===== config.mk =====
export PLATFORM = sky130hd
export DESIGN_NAME = per_key_repeat_holdoff_core
export DESIGN_NICKNAME = d
export VERILOG_FILES = /design/src/hdl/phk_pkg.sv /design/src/hdl/phk_alu.sv /design/src/hdl/per_key_repeat_holdoff_core.sv
export SDC_FILE = /design/constraint.sdc
export NUM_CORES = 1
export LEC_CHECK = 0
export ABC_CLOCK_PERIOD_IN_PS = 6800
export BUFFER_PORTS_ARGS = -buffer_cell sky130_fd_sc_hd__buf_2
export CORE_MARGIN = 5
export CORE_UTILIZATION = 60
export CTS_BUF_LIST = sky130_fd_sc_hd__clkbuf_16
export DETAILED_ROUTE_END_ITERATION = 10
export PLACE_DENSITY_LB_ADDON = 0.3
export SLEW_MARGIN = 20
export SYNTH_ARGS = -nofsm -noshare
export SYNTH_HDL_FRONTEND = slang
export SYNTH_SLANG_ARGS = --single-unit

===== constraint.sdc =====
create_clock -name clk -period 6.8 [get_ports clk]
set_clock_uncertainty 0.05 [all_clocks]
set_input_delay 0.34 -clock clk [delete_from_list [all_inputs] [get_ports clk]]
set_output_delay 0.34 -clock clk [all_outputs]
set_load 0.02 [all_outputs]

===== src/hdl/phk_pkg.sv =====
// Shared types and constants for the per-key repeat holdoff block.
// No dependencies; imported by phk_alu, the core and both bench files.
`timescale 1ns / 1ps
package phk_pkg;

    localparam int PHK_FILTERS_DEF = 4;
    localparam int PHK_WORD_REGS   = 4;
    localparam int PHK_CNT_W       = 3;
    localparam int PHK_ADDR_W      = 5;
    localparam int PHK_DATA_W      = 32;

    localparam logic [1:0] KIND_TEST  = 2'd0;
    localparam logic [1:0] KIND_TIME  = 2'd1;
    localparam logic [1:0] KIND_CLEAR = 2'd2;

    localparam logic [2:0] REG_COUNT  = 3'd0;
    localparam logic [2:0] REG_WORD0  = 3'd1;

    typedef struct packed {
        logic [1:0]  kind;
        logic [7:0]  key;
        logic [1:0]  key_type;
        logic [15:0] elapsed;
    } in_item_t;

    typedef struct packed {
        logic [7:0] key_out;
        logic       passed;
    } out_item_t;

    typedef struct packed {
        logic [15:0] ticks;
        logic [1:0]  key_type;
        logic [7:0]  key;
    } filter_word_t;

    typedef struct packed {
        logic        match;
        logic        expire;
        logic [15:0] diff;
    } unit_res_t;

endpackage


===== src/hdl/phk_alu.sv =====
// Shared compare and subtract unit used by the holdoff sequencer's scans.
// Depends on phk_pkg.
`timescale 1ns / 1ps
module phk_alu
    import phk_pkg::*;
(
    input  logic [7:0]  a_key,
    input  logic [1:0]  a_type,
    input  logic [7:0]  b_key,
    input  logic [1:0]  b_type,
    input  logic [15:0] remaining,
    input  logic [15:0] elapsed,
    output unit_res_t   res
);

    always_comb
    begin
        res.match  = (a_key == b_key) && (a_type == b_type);
        res.expire = (remaining <= elapsed);
        res.diff   = remaining - elapsed;
    end

endmodule


===== src/hdl/per_key_repeat_holdoff_core.sv =====
// Top level of the per-key repeat holdoff block: APB register file, slot store, sequencer.
// Depends on phk_pkg and phk_alu.
`timescale 1ns / 1ps
// An item is taken when start is high and busy is low; busy stays high while the
// sequencer steps one slot or filter per cycle through the shared compare/subtract
// unit. A test item runs a holdoff scan, then a filter scan and free-slot search as
// needed, and ends with one result on result for one cycle, marked by strobe. A time
// item steps through every slot, a clear item leaves busy low; neither gives a
// result. The receiver cannot stall: results must be taken on the cycle they appear.
module per_key_repeat_holdoff_core
    import phk_pkg::*;
#(
    parameter int FILTERS = PHK_FILTERS_DEF
)
(
    input  logic                  clk,
    input  logic                  rst_n,
    input  logic                  start,
    output logic                  busy,
    input  in_item_t              item,
    output logic                  strobe,
    output out_item_t             result,
    input  logic                  psel,
    input  logic                  penable,
    input  logic                  pwrite,
    input  logic [PHK_ADDR_W-1:0] paddr,
    input  logic [PHK_DATA_W-1:0] pwdata,
    output logic [PHK_DATA_W-1:0] prdata,
    output logic                  pready
);

    localparam int IW = (FILTERS > 1) ? $clog2(FILTERS) : 1;

    localparam logic [2:0] S_IDLE = 3'd0;
    localparam logic [2:0] S_HOLD = 3'd1;
    localparam logic [2:0] S_FILT = 3'd2;
    localparam logic [2:0] S_FREE = 3'd3;
    localparam logic [2:0] S_TIME = 3'd4;

    logic [PHK_CNT_W-1:0] count_reg;
    filter_word_t         word_q [FILTERS];

    logic [2:0]   reg_idx;
    logic         wr_en;

    logic [2:0]   state_reg, state_next;
    logic [IW-1:0] idx_reg, idx_next;
    logic         strobe_reg, strobe_next;
    out_item_t    result_reg, result_next;
    in_item_t     item_reg;
    logic [15:0]  ticks_reg, ticks_next;
    logic [FILTERS-1:0] valid_reg, valid_next;
    logic [7:0]   hkey_reg  [FILTERS];
    logic [1:0]   htype_reg [FILTERS];
    logic [15:0]  hrem_reg  [FILTERS];

    logic         arm_en, upd_en, accept;
    logic [PHK_CNT_W-1:0] n_used;
    logic         idx_last, filt_last;
    logic [7:0]   b_key;
    logic [1:0]   b_type;
    unit_res_t    ures;

    assign reg_idx = paddr[4:2];
    assign wr_en   = psel && penable && pwrite;
    assign pready  = 1'b1;
    assign accept  = start && !busy;
    assign busy    = (state_reg != S_IDLE);
    assign strobe  = strobe_reg;
    assign result  = result_reg;

    always_ff @(posedge clk or negedge rst_n)
    begin
        if (!rst_n)
        begin
            count_reg <= '0;
        end
        else if (wr_en && reg_idx == REG_COUNT)
        begin
            count_reg <= pwdata[PHK_CNT_W-1:0];
        end
    end

    for (genvar g = 0; g < FILTERS; g++)
    begin : g_word
        if (g < PHK_WORD_REGS)
        begin : g_reg
            filter_word_t word_reg;
            always_ff @(posedge clk or negedge rst_n)
            begin
                if (!rst_n)
                begin
                    word_reg <= '0;
                end
                else if (wr_en && reg_idx == REG_WORD0 + 3'(g))
                begin
                    word_reg <= pwdata[$bits(filter_word_t)-1:0];
                end
            end
            assign word_q[g] = word_reg;
        end
        else
        begin : g_zero
            assign word_q[g] = '0;
        end
    end

    always_comb
    begin
        prdata = '0;
        if (reg_idx == REG_COUNT)
        begin
            prdata = PHK_DATA_W'(count_reg);
        end
        else if (reg_idx >= REG_WORD0 && reg_idx < REG_WORD0 + 3'(PHK_WORD_REGS))
        begin
            for (int w = 0; w < FILTERS; w++)
            begin
                if (w < PHK_WORD_REGS && reg_idx == REG_WORD0 + 3'(w))
                begin
                    prdata = PHK_DATA_W'(word_q[w]);
                end
            end
        end
    end

    assign n_used    = (count_reg > PHK_CNT_W'(FILTERS)) ? PHK_CNT_W'(FILTERS) : count_reg;
    assign idx_last  = (idx_reg == IW'(FILTERS - 1));
    assign filt_last = (PHK_CNT_W'(idx_reg) == n_used - 1'b1);

    always_comb
    begin
        if (state_reg == S_FILT)
        begin
            b_key  = word_q[idx_reg].key;
            b_type = word_q[idx_reg].key_type;
        end
        else
        begin
            b_key  = hkey_reg[idx_reg];
            b_type = htype_reg[idx_reg];
        end
    end

    phk_alu u_alu (
        .a_key     (item_reg.key),
        .a_type    (item_reg.key_type),
        .b_key     (b_key),
        .b_type    (b_type),
        .remaining (hrem_reg[idx_reg]),
        .elapsed   (item_reg.elapsed),
        .res       (ures)
    );

    always_comb
    begin
        state_next  = state_reg;
        idx_next    = idx_reg;
        strobe_next = 1'b0;
        result_next = result_reg;
        ticks_next  = ticks_reg;
        valid_next  = valid_reg;
        arm_en      = 1'b0;
        upd_en      = 1'b0;
        unique case (state_reg)
            S_IDLE:
            begin
                idx_next = '0;
                if (accept)
                begin
                    case (item.kind)
                        KIND_TEST:  state_next = S_HOLD;
                        KIND_TIME:  state_next = S_TIME;
                        KIND_CLEAR: valid_next = '0;
                        default:    state_next = S_IDLE;
                    endcase
                end
            end
            S_HOLD:
            begin
                result_next.key_out = item_reg.key;
                if (valid_reg[idx_reg] && ures.match)
                begin
                    result_next.passed = 1'b0;
                    strobe_next        = 1'b1;
                    state_next         = S_IDLE;
                end
                else if (idx_last)
                begin
                    idx_next = '0;
                    if (n_used == '0)
                    begin
                        result_next.passed = 1'b1;
                        strobe_next        = 1'b1;
                        state_next         = S_IDLE;
                    end
                    else
                    begin
                        state_next = S_FILT;
                    end
                end
                else
                begin
                    idx_next = idx_reg + IW'(1);
                end
            end
            S_FILT:
            begin
                result_next.passed = 1'b1;
                if (ures.match)
                begin
                    ticks_next = word_q[idx_reg].ticks;
                    idx_next   = '0;
                    state_next = S_FREE;
                end
                else if (filt_last)
                begin
                    strobe_next = 1'b1;
                    state_next  = S_IDLE;
                end
                else
                begin
                    idx_next = idx_reg + IW'(1);
                end
            end
            S_FREE:
            begin
                if (!valid_reg[idx_reg])
                begin
                    arm_en              = 1'b1;
                    valid_next[idx_reg] = 1'b1;
                    strobe_next         = 1'b1;
                    state_next          = S_IDLE;
                end
                else if (idx_last)
                begin
                    strobe_next = 1'b1;
                    state_next  = S_IDLE;
                end
                else
                begin
                    idx_next = idx_reg + IW'(1);
                end
            end
            S_TIME:
            begin
                if (valid_reg[idx_reg])
                begin
                    if (ures.expire)
                    begin
                        valid_next[idx_reg] = 1'b0;
                    end
                    else
                    begin
                        upd_en = 1'b1;
                    end
                end
                if (idx_last)
                begin
                    state_next = S_IDLE;
                end
                else
                begin
                    idx_next = idx_reg + IW'(1);
                end
            end
            default:
            begin
                state_next = S_IDLE;
            end
        endcase
    end

    always_ff @(posedge clk or negedge rst_n)
    begin
        if (!rst_n)
        begin
            state_reg  <= S_IDLE;
            idx_reg    <= '0;
            strobe_reg <= 1'b0;
            valid_reg  <= '0;
        end
        else
        begin
            state_reg  <= state_next;
            idx_reg    <= idx_next;
            strobe_reg <= strobe_next;
            valid_reg  <= valid_next;
        end
    end

    always_ff @(posedge clk)
    begin
        result_reg <= result_next;
        ticks_reg  <= ticks_next;
        if (accept)
        begin
            item_reg <= item;
        end
        if (arm_en)
        begin
            hkey_reg[idx_reg]  <= item_reg.key;
            htype_reg[idx_reg] <= item_reg.key_type;
            hrem_reg[idx_reg]  <= ticks_reg;
        end
        else if (upd_en)
        begin
            hrem_reg[idx_reg] <= ures.diff;
        end
    end

endmodule


# [After elaboration in Yosys (flattened, before gate mapping)]
# Memories as Yosys holds them, arrays and structs flattened.
# Cells that the tools add are included.
[classes] addsub=3 n_mul=0 div_mod_pow=0 magnitude_cmp=7 eq_ne=26 shift=0 muxes=62 bitwise=5 reduce_logical=26
[ops] cell="two-way mux 32 bit" n=5
[ops] cell="two-way mux 26 bit" n=3
[ops] cell="binary-select mux 26 bit (select 2 bit)" n=1
[ops] cell="two-way mux 3 bit" n=8
[ops] cell="two-way mux 1 bit" n=22
[ops] cell="two-way mux 4 bit" n=5
[ops] cell="<= comparator 16 bit" n=1
[ops] cell="two-way mux 16 bit" n=1
[ops] cell="two-way mux 2 bit" n=8
[ops] cell="subtractor 16 bit" n=1
[ops] cell="case mux 3 bit (5 select lines)" n=1
[ops] cell="equality test 3 x 2 -> 1 bit (second input constant)" n=4
[ops] cell="logical AND 1 bit" n=12
[ops] cell="inequality test 2 bit (second input constant)" n=6
[ops] cell="inequality test 3 bit (second input constant)" n=4
[ops] cell="case mux 4 bit (3 select lines)" n=1
[ops] cell="case mux 2 bit (5 select lines)" n=1
[ops] cell="logical NOT 3 bit" n=3
[ops] cell="case mux 3 bit (3 select lines)" n=1
[ops] cell="equality test 8 bit" n=1
[ops] cell="two-way mux 8 bit" n=1
[ops] cell="AND reduction 4 bit" n=2
[ops] cell="equality test 3 x 1 -> 1 bit (second input constant)" n=2
[ops] cell="equality test 3 bit (second input constant)" n=2
[ops] cell="other kinds (30)" n=33
[word_totals] ff_bits=168 latch_bits=0 mem_bits_rw=104 rom_bits=0 inputBits=71 out_inout_bits=44 memories=3
[memory_table] memory="hrem_reg" depth=4 word_bits=16 read_ports=1 rd_ports_with_merged_regs=0 wr=1 line="per_key_repeat_holdoff_core.sv:55" text="logic [15:0] hrem_reg [FILTERS];"
[memory_table] memory="hkey_reg" depth=4 word_bits=8 read_ports=1 rd_ports_with_merged_regs=0 wr=1 line="per_key_repeat_holdoff_core.sv:53" text="logic [7:0] hkey_reg [FILTERS];"
[memory_table] memory="htype_reg" depth=4 word_bits=2 read_ports=1 rd_ports_with_merged_regs=0 wr=1 line="per_key_repeat_holdoff_core.sv:54" text="logic [1:0] htype_reg [FILTERS];"

# [Depth between registers and ports, before layout]
# Gate-level depths: netlist of run 1.
[depth] ltp_word=10 depth_mapped=15 ltp_nobuf=12

# [By module]
# From an unflattened synthesis of run 1, not the netlist that was laid out.
[unflattened] hier_cells=875 area_unflattened_um2=13011.2
[modules_own_cells] module="per_key_repeat_holdoff_core" instances=1 cells_per_inst=736 area_per_inst_um2=11987.7 seq_area_each_um2=7582.3
[modules_own_cells] module="phk_alu" instances=1 cells_per_inst=139 area_per_inst_um2=1023.5 seq_area_each_um2=0.0

# [Worst setup path after synthesis of run 1]
# OpenSTA, ideal clock, no wires.
[synth_path] path_type="register to register" start="register idx_reg[0]" end="memory hrem_reg[0][0] (enable)" arrival_time_ns=4.217 t_required_ns=6.360 slack_ns=2.143 stages_incl_launch_ff=14 path_buffers=3 path_cell_list="dfrtp_1 > buf_4 > buf_4 > buf_1 > mux4_2 > ha_1 > nor2b_1 > o21ai_0 > a21boi_0 > o21ai_0 > a21oi_1 > a32o_1 > nor2_1 > nor2b_1"
[synth_between] elab_chain_len=9 word_cells_on_any_way=15
[synth_lines] element="from (decl)" line="per_key_repeat_holdoff_core.sv:47" text="logic [IW-1:0] idx_reg, idx_next;"
[synth_lines] element="from (signal assigned)" line="per_key_repeat_holdoff_core.sv:286" text="idx_reg <= idx_next;"
[synth_lines] element="memory (4 x 16 bit)"
[synth_lines] element="<= comparator 16 bit" line="phk_alu.sv:19" text="res.expire = (remaining <= elapsed);"
[synth_lines] element="two-way mux 1 bit" line="per_key_repeat_holdoff_core.sv:249" text="if (ures.expire)"
[synth_lines] element="two-way mux 1 bit" line="per_key_repeat_holdoff_core.sv:247" text="if (valid_reg[idx_reg])"
[synth_lines] element="two-way mux 1 bit" line="per_key_repeat_holdoff_core.sv:165" text="unique case (state_reg)"
[synth_lines] element="two-way mux 1 bit" line="per_key_repeat_holdoff_core.sv:306" text="else if (upd_en)"
[synth_lines] element="two-way mux 1 bit" line="per_key_repeat_holdoff_core.sv:300" text="if (arm_en)"
[synth_lines] element="two-way mux 1 bit (not written as such)" line="per_key_repeat_holdoff_core.sv:308" text="hrem_reg[idx_reg] <= ures.diff;"
[synth_lines] element="bitwise OR 1 bit (no line)"
[synth_lines] element="to (decl)" line="per_key_repeat_holdoff_core.sv:55"
# Several ways; a longest one is shown, not always the timed one. The select of a mux whose other input is x is not followed.

# [Worst setup path in the final report of run 1]
[layout_path] start="register idx_reg[1]" end="memory hrem_reg[0][11] (enable)"
# Same word-level chain as after synthesis.

==> run summary, run 1 <==
Highest Signal Layer - met4
Worst VDD drop - 214.6 uV
Vias per cell - 6.268
Antenna violations before repair - 0
CTS tree - yes
Layout fillers - 1398
Clock power frac - 0.291
Crit path max fanout - 25
Non-filler cells, final - 1272
Placed cell count - 1191
Total negative slack - 0 ps
Initial Util - 0.6091
Slew @ Worst Pin - 1139 ps
Worst setup margin - 1619 ps
Synth Flop Type - edfxtp_1
Tot Pwr - 5.239 mW
Crit path capture type - register
Tcrit/Tclk final - 0.7618
Pre-CTS WS - 1568 ps
Power Internal - 3.617 mW
Ports - 115
Synth async-reset ratio - 0.4301
Leakage - 5.925 nW
CORE AREA - 20960 sq um
Area leader, netlist - edfxtp_1
Area share of the largest cell type after synthesis - 0.3647
Xor/xnor share of the synthesized area - 0.01167
Mux contribution to synthesized area - 0.2256
CTS buffer count - 28
Largest net degree at the start of global routing - 84
Syn Std Cell Area - 12760 sq um
RePlAce Congestion - 0.8454
FP Rows - 53
Grt total ovfl - 0
FF-to-FF path depth - 13
Die Area - 24290 sq um
Layout cells sized above 1 - 0.3430
Sequential fraction of the synthesis area - 0.5941
Area grow syn2layout - 15.79%
Setup Crit Path Kind - reg -> reg
H-tree depth - 1
Fin. max-slew vios - 0
Number of port buffers - 99
Reg power frac - 0.428
DRT antenna net count - 0
CP arrival - 5370 ps
Metal3 WL - 1937 microns
Main combinational cell family by area after synthesis - multiplexers
Switching power - 1.621 mW
Final Hold Fails - 0
Hold WS - 13.51 ps
Pwr Density - 354.5 nW/um^2
Clk Latency, worst-skew pair - 560 ps
Via count - 7973
Compound-Gate Fraction of Synth Area - 0.06842
Total wire length - 28200 microns
Top cells by instance count after synthesis - edfxtp_1, dfrtp_1, mux2_2, mux4_2, mux2i_1
Hold Crit Depth - 2
Hold crit path type - in -> reg
Die H - 155.9 microns
Adder-Cell Fraction of Synth Area - 0.02313
Dpl hpwl - 18040 microns
Synth unique cells - 61
EDFF count, synth - 155
Worst setup SP type - register
Status - complete, no violations
Worst path required time - 6990 ps
Max-slew headroom - 0.2410
Antenna diode count - 0
TritonRoute pass-1 iters - 7
DR WL/cell - 22.17 microns
Synth warn - 0
Setup-failing EPs final - 0
Area of the multi-input gates - 4873 sq um
Synthesis-stage register bit count - 272
Fin crit period - 5181 ps
RSZ-0062 raised after global routing - no
Maxcap violations - 0
Worst-path clk slew - 60 ps
Clock buffer depth - 3
Layout Nets - 1072
Synth area leaders - edfxtp_1, dfrtp_1, mux4_2
Top-count cell post-synth - edfxtp_1
Mapped Avg Cell Area - 15.10 sq um
Fmax - 193.0 MHz
Max reg flops - 104
First-pass GRT wire length - 44770 microns
Synth Area in Simple Gates - 0.04901
Die W - 155.9 microns
Comb power frac - 0.281
DR DRC count - 0
GR Util All Layers - 0.2339
Mapped Cells - 845
Switching share of power - 0.3095
Initial drt markers - 587
Root Buffer - clkbuf_16
Clock sinks - 272
WL met1 - 12010 microns
Met2 routed WL - 13510 microns
FF/Latch Area - 7587 sq um
Vias in the first global route - 8094
worst max-delay path, cell delays in order (launching register included):
cell	delay, ps
dfrtp_2	790
mux4_2	320
inv_1	40
ha_1	200
fa_1	410
nor2b_1	120
o21ai_0	110
a21boi_0	270
o21ai_0	200
a21oi_1	510
a32o_1	550
nor2_1	190
nor2b_1	750
buf_4	340
metrics by stage:
step	area [sq um]	utilization
6_report	14780	0.7053
5_1_grt	14780	0.7053
4_1_cts	14780	0.7051
3_5_place_dp	13540	0.6463
3_3_place_gp	13540	0.6463
2_1_floorplan	12780	-
power groups by stage:
stage / clock network, mW / registers, mW / logic, mW
4_1_cts: 1.54 / 2.24 / 1.47
2_1_floorplan: 0 / 2.18 / 1.14
6_report: 1.52 / 2.24 / 1.47
3_5_place_dp: 0 / 2.27 / 1.45
5_1_grt: 1.62 / 2.27 / 1.61
3_3_place_gp: 0 / 2.25 / 1.41
area by class of cell:
cell class                 count  share of cell area
tap                          275             0.02328
clock buffer                  28             0.04741
multi-input combinational    498              0.3297
inverter                      30            0.007619
timing repair buffer         148             0.06426
sequential                   272              0.5134
clock inverter                21             0.01431
cells by family (layout without fill, tap and decap cells):
family,count (synthesis),in the layout
AOI/OAI and AO/OA,131,131
xor gates and xnor gates,17,17
adders and majority gates,23,23
muxes,203,203
other,2,7
and+or+nand+nor,117,117
buffers and inverters,80,227
DFF,272,272
layer usage:
metal,track usage,vias to the layer above
met5,0,-
met3,0.03883,66
met4,0.06794,0
met2,0.3718,314
li1,-,3539
met1,0.3394,4054
final timing paths:
check	startpoint	end	slack, ps
max in group asynchronous	rst_n	g_word[0].g_reg.word_reg[19]$_DFFE_PN0P_	5370
worst min register to register	g_word[2].g_reg.word_reg[0]$_DFFE_PN0P_	g_word[2].g_reg.word_reg[0]$_DFFE_PN0P_	480
min in group asynchronous	rst_n	g_word[3].g_reg.word_reg[2]$_DFFE_PN0P_	220
worst min-delay path	pwdata[7]	g_word[2].g_reg.word_reg[7]$_DFFE_PN0P_	10
worst max register to register	idx_reg[1]$_DFFE_PN0P_	hrem_reg[0][11]$_DFFE_PP_	1620
worst max-delay path	idx_reg[1]$_DFFE_PN0P_	hrem_reg[0][11]$_DFFE_PP_	1620
repair_timing:
item,CTS,global route
resized for setup,0,0
hold endpoints to repair,72,0
hold buffers,32,0
buffers inserted,0,0
placed cells by master (no fill, tap or decap), types with 10 or more instances in the layout:
| cell | instances |
|---|---|
| a21oi_1 | 20 |
| nand3_1 | 10 |
| ha_1 | 22 |
| a22oi_1 | 23 |
| buf_4 | 17 |
| dlygate4sd3_1 | 32 |
| nor2b_1 | 10 |
| o21ai_0 | 20 |
| xor2_1 | 11 |
| nor2_1 | 14 |
| inv_1 | 34 |
| dfrtp_1 | 115 |
| clkbuf_16 | 28 |
| mux2i_1 | 33 |
| nand2_1 | 28 |
| mux2_2 | 111 |
| edfxtp_1 | 155 |
| mux4_2 | 56 |
| buf_2 | 98 |
| o22ai_1 | 24 |
Power figures use the tool's default switching activity.
==> run 2: changes to the inputs <==
--- a/config.mk
+++ b/config.mk
@@ -5,7 +5,8 @@
 export SDC_FILE = /design/constraint.sdc
 export NUM_CORES = 1
 export LEC_CHECK = 0
-export ABC_CLOCK_PERIOD_IN_PS = 6800
+export ABC_AREA = 1
+export ABC_CLOCK_PERIOD_IN_PS = 5000
 export BUFFER_PORTS_ARGS = -buffer_cell sky130_fd_sc_hd__buf_2
 export CORE_MARGIN = 5
 export CORE_UTILIZATION = 60
==> constraint.sdc (replaced) <==
create_clock -name clk -period 5 [get_ports clk]
set_clock_uncertainty 0.05 [all_clocks]
set_input_delay 0.25 -clock clk [delete_from_list [all_inputs] [get_ports clk]]
set_output_delay 0.25 -clock clk [all_outputs]
set_load 0.02 [all_outputs]
==> run 2 against run 1 <==
Effect of this change: combinational power rose by 56%; largest power group unchanged; routed wire length rose by 13%; critical endpoint is now hrem_reg[0][4]$_DFFE_PP_; sequential power rose by 33%; highest routed layer unchanged.
==> run summary, run 2 <==
Root Buffer - clkbuf_16
Commonest non-fill, non-tap cell in the layout - nand2_1
Initial Util - 0.6129 (+0.003823)
Vias per cell - 5.761 (-8.1%)
RSZ-0062 raised after global routing - no
Layout fillers - 1544 (+10%)
Clk Latency, worst-skew pair - 540 ps (-20 ps)
CP cell instances - inv_2 -> buf_4 -> o21ai_0 -> o22ai_1 -> ha_1 -> nand2_1 -> nor2_1 -> a21oi_2 -> o21bai_2 -> nand2_1 -> nand2_1 -> nand3_1 -> nand2_1 -> nand3_2 -> buf_4 -> o21ai_0
Most frequent cells in the layout - nand2_1, o21ai_0, edfxtp_1
CP bufs+invs - 3 (+1)
First-pass GRT wire length - 50850 microns (+14%)
CP most frequent cell - nand2_1
Area of the multi-input gates - 4643 sq um (-4.7%)
GR Util All Layers - 0.2596 (+0.02573)
Worst r2r src - idx_reg[0]$_DFFE_PN0P_
Leakage - 6.464 nW (+9.1%)
Mapped Avg Cell Area - 9.553 sq um (-37%)
Synth area leaders - edfxtp_1, dfrtp_1, nand2_1
Top-count cell post-synth - nand2_1
Vias in the first global route - 9965 (+23%)
Worst setup margin - 599.2 ps (-1020 ps)
CTS tree - yes
Total negative slack - 0 ps (unchanged)
Worst path max stage delay - 640 ps (-150 ps)
Tcrit/Tclk final - 0.8802 (+0.1183)
Crit. path cell count - 16 (+3)
Fin. max-slew vios - 0 (unchanged)
Synth unique cells - 53 (-13%)
Crit path max fanout - 48 (+92%)
DR DRC count - 0 (unchanged)
Synth async-reset ratio - 0.4301 (unchanged)
FF-to-FF path depth - 16 (+3)
CTS resizes - 0 (unchanged)
Synth warn - 0 (unchanged)
Setup Crit Path Kind - reg -> reg
Setup-failing EPs final - 0 (unchanged)
Synthesis-stage register bit count - 272 (unchanged)
CP Capture Point - hrem_reg[0][4]$_DFFE_PP_
Tot Pwr - 7.244 mW (+38%)
Layout Nets - 1581 (+47%)
DR WL/cell - 17.82 microns (-20%)
Crit path capture type - register
Worst path required time - 5240 ps (-1750 ps)
Maxcap violations - 0 (unchanged)
Pre-CTS WS - 738.4 ps (-829.6 ps)
Antenna violations before repair - 0 (unchanged)
Status - complete, no violations
CTS buffer count - 28 (unchanged)
Area grow syn2layout - 16.09%
Clock buffer depth - 3 (unchanged)
Top cells by instance count after synthesis - nand2_1, o21ai_0, edfxtp_1, dfrtp_1, nor2_1
Ports - 115 (unchanged)
RePlAce Congestion - 0.8790 (+4.0%)
Die H - 156.8 microns (+0.59%)
Synth Flop Type - edfxtp_1
FF/Latch Area - 7587 sq um (unchanged)
Pwr Density - 482.8 nW/um^2 (+36%)
Max-slew headroom - 0.2727 (+0.03172)
Fmax - 227.2 MHz (+18%)
Number of port buffers - 99 (unchanged)
Total wire length - 31800 microns (+13%)
Antenna diode count - 0 (unchanged)
Slew @ Worst Pin - 1087 ps (-51.59 ps)
FP Rows - 53 (unchanged)
Reg-to-reg endpoint - hrem_reg[0][4]$_DFFE_PP_
Die W - 156.8 microns (+0.59%)
Via count - 10280 (+29%)
DRT antenna net count - 0 (unchanged)
CORE AREA - 21090 sq um (+0.63%)
Area share of the largest cell type after synthesis - 0.3601 (-0.004554)
Initial drt markers - 760 (+29%)
Worst VDD drop - 310.0 uV (+44%)
EDFF count, synth - 155 (unchanged)
Largest net degree at the start of global routing - 77 (-8.3%)
Slowest CP cell - dfrtp_4
Worst setup SP type - register
CP arrival - 4640 ps (-730 ps)
Crit path launch - idx_reg[0]$_DFFE_PN0P_
Worst path top cell family by delay - buffers and inverters
Grt total ovfl - 0 (unchanged)
Hold crit path type - in -> reg
H-tree depth - 1 (unchanged)
Syn Std Cell Area - 12920 sq um (+1.3%)
Max reg flops - 104 (unchanged)
Die Area - 24580 sq um (+1.2%)
Clock sinks - 272 (unchanged)
Fin crit period - 4401 ps (-779.7 ps)
Sequential fraction of the synthesis area - 0.5866 (-0.007419)
Area leader, netlist - edfxtp_1
TritonRoute pass-1 iters - 6 (-1)
Final Hold Fails - 0 (unchanged)
Layout cells sized above 1 - 0.1378 (-0.2052)
Mapped Cells - 1353 (+60%)
R2r setup slk - 600 ps (-1020 ps)
Dpl hpwl - 19320 microns (+7.1%)
Worst-path clk slew - 60 ps (about the same)
[run 2: cell types whose count changed in the layout (fill, tap and decap cells not counted), moves of 56 or more]
cell     change
nand2_1    +298
o21ai_0    +172
mux2_2     -111
nor2_1      +87
nand3_1     +75
mux4_2      -56
[run 2: worst min-delay path by stage]
stage,start,end,cells past startpoint
floorplan,rst_n,count_reg[0]$_DFFE_PN0P_,0
detailed placement,rst_n,state_reg[2]$_DFFE_PN0P_,1
finish,item[27],state_reg[2]$_DFFE_PN0P_,3
global route,item[27],state_reg[2]$_DFFE_PN0P_,3
global placement,rst_n,state_reg[2]$_DFFE_PN0P_,1
CTS,item[27],state_reg[2]$_DFFE_PN0P_,3
[run 2: kinds of logic (layout without fill, tap and decap cells)]
group	Yosys count	after routing	share of synthesized area
other cells	2	7	0.0005810
mux	1	1	0.0007745
buf+inv	167	318	0.05702
compound gates	319	319	0.1401
flops	272	272	0.5866
fa+ha+maj	23	23	0.02285
xor+xnor	17	17	0.01152
simple gates	552	552	0.1805
[run 2: repair_timing]
action | CTS | global route
hold buffers | 53 | 0
buffers inserted | 0 | 0
hold endpoints to repair | 169 | 0
[run 2: worst reg2reg max path, delay by kind of cell, from the launching register on]
kind	cells	cell delay, ps
AO/OA/AOI/OAI	5	1080
buffers and inverters	3	1070
AND/OR/NAND/NOR	7	1030
flip-flops	1	640
adder cells (fa/ha/maj)	1	260
[run 2: metal layers]
layer,wire [microns],global-route usage,up-vias
li1,-,-,4924
met1,13070,0.3607,4816
met2,15250,0.4266,449
met3,2595,0.04065,89
met4,879,0.07975,0
met5,0,0,-
[run 2: stage by stage]
stage / util / std cells / instance area [sq um] / hold slack (ps)
floorplan: - / 1358 / 12940 / -95.59
finish: 0.7115 / 1784 / 15000 / 34.63
CTS: 0.7115 / 1784 / 15000 / 25.72
global placement: 0.6442 / 1679 / 13590 / 326.1
global route: 0.7115 / 1784 / 15000 / 38.42
detailed placement: 0.6445 / 1679 / 13590 / 332.9
[run 2: layout make-up]
cell class | instances | share of cell area
Timing Repair Buffer | 175 | 0.08005
Multi-Input combinational cell | 919 | 0.3095
Clock buffer | 29 | 0.04837
Sequential cell | 272 | 0.5057
Inverter | 91 | 0.02310
Tap cell | 275 | 0.02293
Clock inverter | 23 | 0.01042
[run 2: power breakdown]
group          leakage [nW]  internal [mW]  switching (mW)
registers              2.93           2.73           0.241
logic                  3.10          0.788            1.51
clock network         0.438           1.11           0.865
total                  6.46           4.63            2.62
==> run 3: changes to the inputs <==
--- a/config.mk
+++ b/config.mk
@@ -9,7 +9,7 @@
 export ABC_CLOCK_PERIOD_IN_PS = 5000
 export BUFFER_PORTS_ARGS = -buffer_cell sky130_fd_sc_hd__buf_2
 export CORE_MARGIN = 5
-export CORE_UTILIZATION = 60
+export CORE_UTILIZATION = 45
 export CTS_BUF_LIST = sky130_fd_sc_hd__clkbuf_16
 export DETAILED_ROUTE_END_ITERATION = 10
 export PLACE_DENSITY_LB_ADDON = 0.3
==> run 3 against run 2 <==
Effect of this change: final cell count rose by 6.3%; critical path depth did not move; flip-flop and latch count did not move; setup slack improved by 410 ps; largest cell class unchanged; largest power group unchanged.
==> run summary, run 3 (synthesis results as in run 2) <==
Cell Area, Placed - 13740 sq um (+1.1%)
DRT antenna net count - 0 (unchanged)
Largest net degree at the start of global routing - 67 (-13%)
Number of port buffers - 99 (unchanged)
Slowest CP cell - buf_4
Tcrit/Tclk final - 0.7974 (-0.08279)
CP arrival - 4240 ps (-400 ps)
Leakage - 6.525 nW (+0.94%)
Grt total ovfl - 0 (unchanged)
TritonRoute pass-1 iters - 7 (+1)
Status - complete, no violations
Die W - 179.5 microns (+14%)
Die H - 179.5 microns (+14%)
Commonest non-fill, non-tap cell in the layout - nand2_1
Maxcap violations - 0 (unchanged)
Vias in the first global route - 9918 (-0.47%)
Worst path required time - 5260 ps (+20 ps)
H-tree depth - 1 (unchanged)
CP bufs+invs - 4 (+1)
First-pass GRT wire length - 53270 microns (+4.8%)
Post-Layout Inst Area - 15220 sq um (+1.5%)
Worst path max stage delay - 590 ps (-50 ps)
CTS buffer count - 29 (+3.6%)
WL met1 - 14890 microns (+14%)
Fin. max-slew vios - 0 (unchanged)
Worst VDD drop - 259.9 uV (-16%)
DR WL/cell - 17.38 microns (-2.5%)
Worst-path clk slew - 60 ps (about the same)
Worst setup SP type - register
FF/Latch Area - 7587 sq um (unchanged)
CORE AREA - 28550 sq um (+35%)
Slew @ Worst Pin - 1084 ps (-2.793 ps)
Setup Crit Path Kind - reg -> reg
Postcts setup bufs - 0 (unchanged)
GR Util All Layers - 0.2000 (-0.05960)
Most frequent cells in the layout - nand2_1, o21ai_0, edfxtp_1
Crit path max fanout - 48 (unchanged)
Area of the multi-input gates - 4651 sq um (+0.16%)
Pwr Density - 487.2 nW/um^2 (+0.92%)
Non-filler cells, final - 1896 (+6.3%)
Layout cells sized above 1 - 0.1369 (-0.0009349)
Pre-CTS WS - 1048 ps (+309.7 ps)
Ports - 115 (unchanged)
Hold Crit Start - pwdata[7]
Fmax - 250.8 MHz (+10%)
Hold crit path type - in -> reg
DR DRC count - 0 (unchanged)
FF-to-FF path depth - 16 (unchanged)
Worst r2r src - idx_reg[0]$_DFFE_PN0P_
Highest Signal Layer - met4
Clock sinks - 272 (unchanged)
Initial drt markers - 945 (+24%)
Crit path capture type - register
Dpl hpwl - 20160 microns (+4.3%)
Clock buffer depth - 3 (unchanged)
Layout fillers - 2582 (+67%)
Hold WS - 18.05 ps (-16.58 ps)
R2r setup slk - 1010 ps (+410 ps)
Die Area - 32210 sq um (+31%)
Final Hold Fails - 0 (unchanged)
Root Buffer - clkbuf_16
Fin crit period - 3987 ps (-414.0 ps)
Max reg flops - 104 (unchanged)
Setup-failing EPs final - 0 (unchanged)
Antenna diode count - 0 (unchanged)
Met2 routed WL - 15400 microns (+0.96%)
Reg-to-reg endpoint - hrem_reg[2][6]$_DFFE_PP_
Total wire length - 32960 microns (+3.6%)
Area grow syn2layout - 17.79%
CP most frequent cell - nand2_1
CTS tree - yes
FP Rows - 62 (+17%)
Metal3 WL - 1949 microns (-25%)
Worst setup margin - 1013 ps (+414.0 ps)
Max-slew headroom - 0.2746 (+0.001869)
RSZ-0062 raised after global routing - no
RePlAce Congestion - 0.8205 (-6.7%)
Antenna violations before repair - 0 (unchanged)
Final core occ - 0.5333 (-0.1782)
Placed cell count - 1790 (+6.6%)
CP cell instances - inv_2 -> buf_4 -> o21ai_0 -> o22ai_1 -> ha_1 -> nand2_1 -> nor2_1 -> inv_1 -> o21bai_2 -> nand2_1 -> nand2_1 -> nand3_1 -> nand2_1 -> nand3_2 -> buf_4 -> o21ai_0
Hold Path Sink - g_word[0].g_reg.word_reg[7]$_DFFE_PN0P_
Initial Util - 0.4528 (-0.1602)
Total negative slack - 0 ps (unchanged)
Hold Crit Depth - 3 (unchanged)
Layout Nets - 1583 (+0.13%)
Worst path top cell family by delay - buffers and inverters
Via count - 10190 (-0.88%)
Tot Pwr - 7.418 mW (+2.4%)
Vias per cell - 5.373 (-6.7%)
Clk Latency, worst-skew pair - 550 ps (about the same)
## run 3: changes by cell type in the layout (fill, tap and decap cells not counted), moves of 3 or more
| cell | previous run | this run |
|---|---|---|
| clkinv_1 | 4 | 8 |
| clkinv_4 | 4 | 0 |
| clkinv_2 | 6 | 3 |
| inv_1 | 86 | 90 |
| clkinvlp_4 | 4 | 1 |
## run 3: routing by layer
metal  global-route usage  vias up
met2               0.3270      351
li1                     -     4928
met4              0.05395        0
met5                    0        -
met3              0.02728       62
met1               0.2836     4847
## run 3: area by class of cell
type | instances | share of cell area
Tap cell | 384 | 0.03156
Multi-Input combinational cell | 919 | 0.3055
Sequential cell | 272 | 0.4984
Inverter | 91 | 0.02276
Timing Repair Buffer | 176 | 0.07922
Clock buffer | 31 | 0.05095
Clock inverter | 23 | 0.01167
## run 3: report_power, final
group | switching [mW] | internal, mW | leakage [nW] | total, mW
Sequential | 0.207 | 2.73 | 2.93 | 2.94
Combinational | 1.55 | 0.790 | 3.10 | 2.34
Clock | 0.872 | 1.26 | 0.494 | 2.14
Total | 2.63 | 4.79 | 6.52 | 7.42
## run 3: what timing repair did
action	4_1_cts	5_1_grt
gates resized for setup	0	0
hold buffers	52	0
endpoints found under the setup margin	0	0
endpoints found under the hold margin	180	0
## run 3: tightest hold or removal path: cells and delay by family
kind / cells / cell delay (ps)
buf+inv: 2 / 230
compound gates: 1 / 90
## run 3: worst max path at each step
stage,from,to,slack (ps),cells past startpoint
CTS,idx_reg[0]$_DFFE_PN0P_,hrem_reg[3][6]$_DFFE_PP_,990,15
floorplan,idx_reg[0]$_DFFE_PN0P_,hrem_reg[0][0]$_DFFE_PP_,790,17
finish,idx_reg[0]$_DFFE_PN0P_,hrem_reg[2][6]$_DFFE_PP_,1010,16
global placement,idx_reg[0]$_DFFE_PN0P_,hrem_reg[2][15]$_DFFE_PP_,1130,15
detailed placement,idx_reg[0]$_DFFE_PN0P_,hrem_reg[3][6]$_DFFE_PP_,1050,15
global route,idx_reg[0]$_DFFE_PN0P_,hrem_reg[2][7]$_DFFE_PP_,650,15
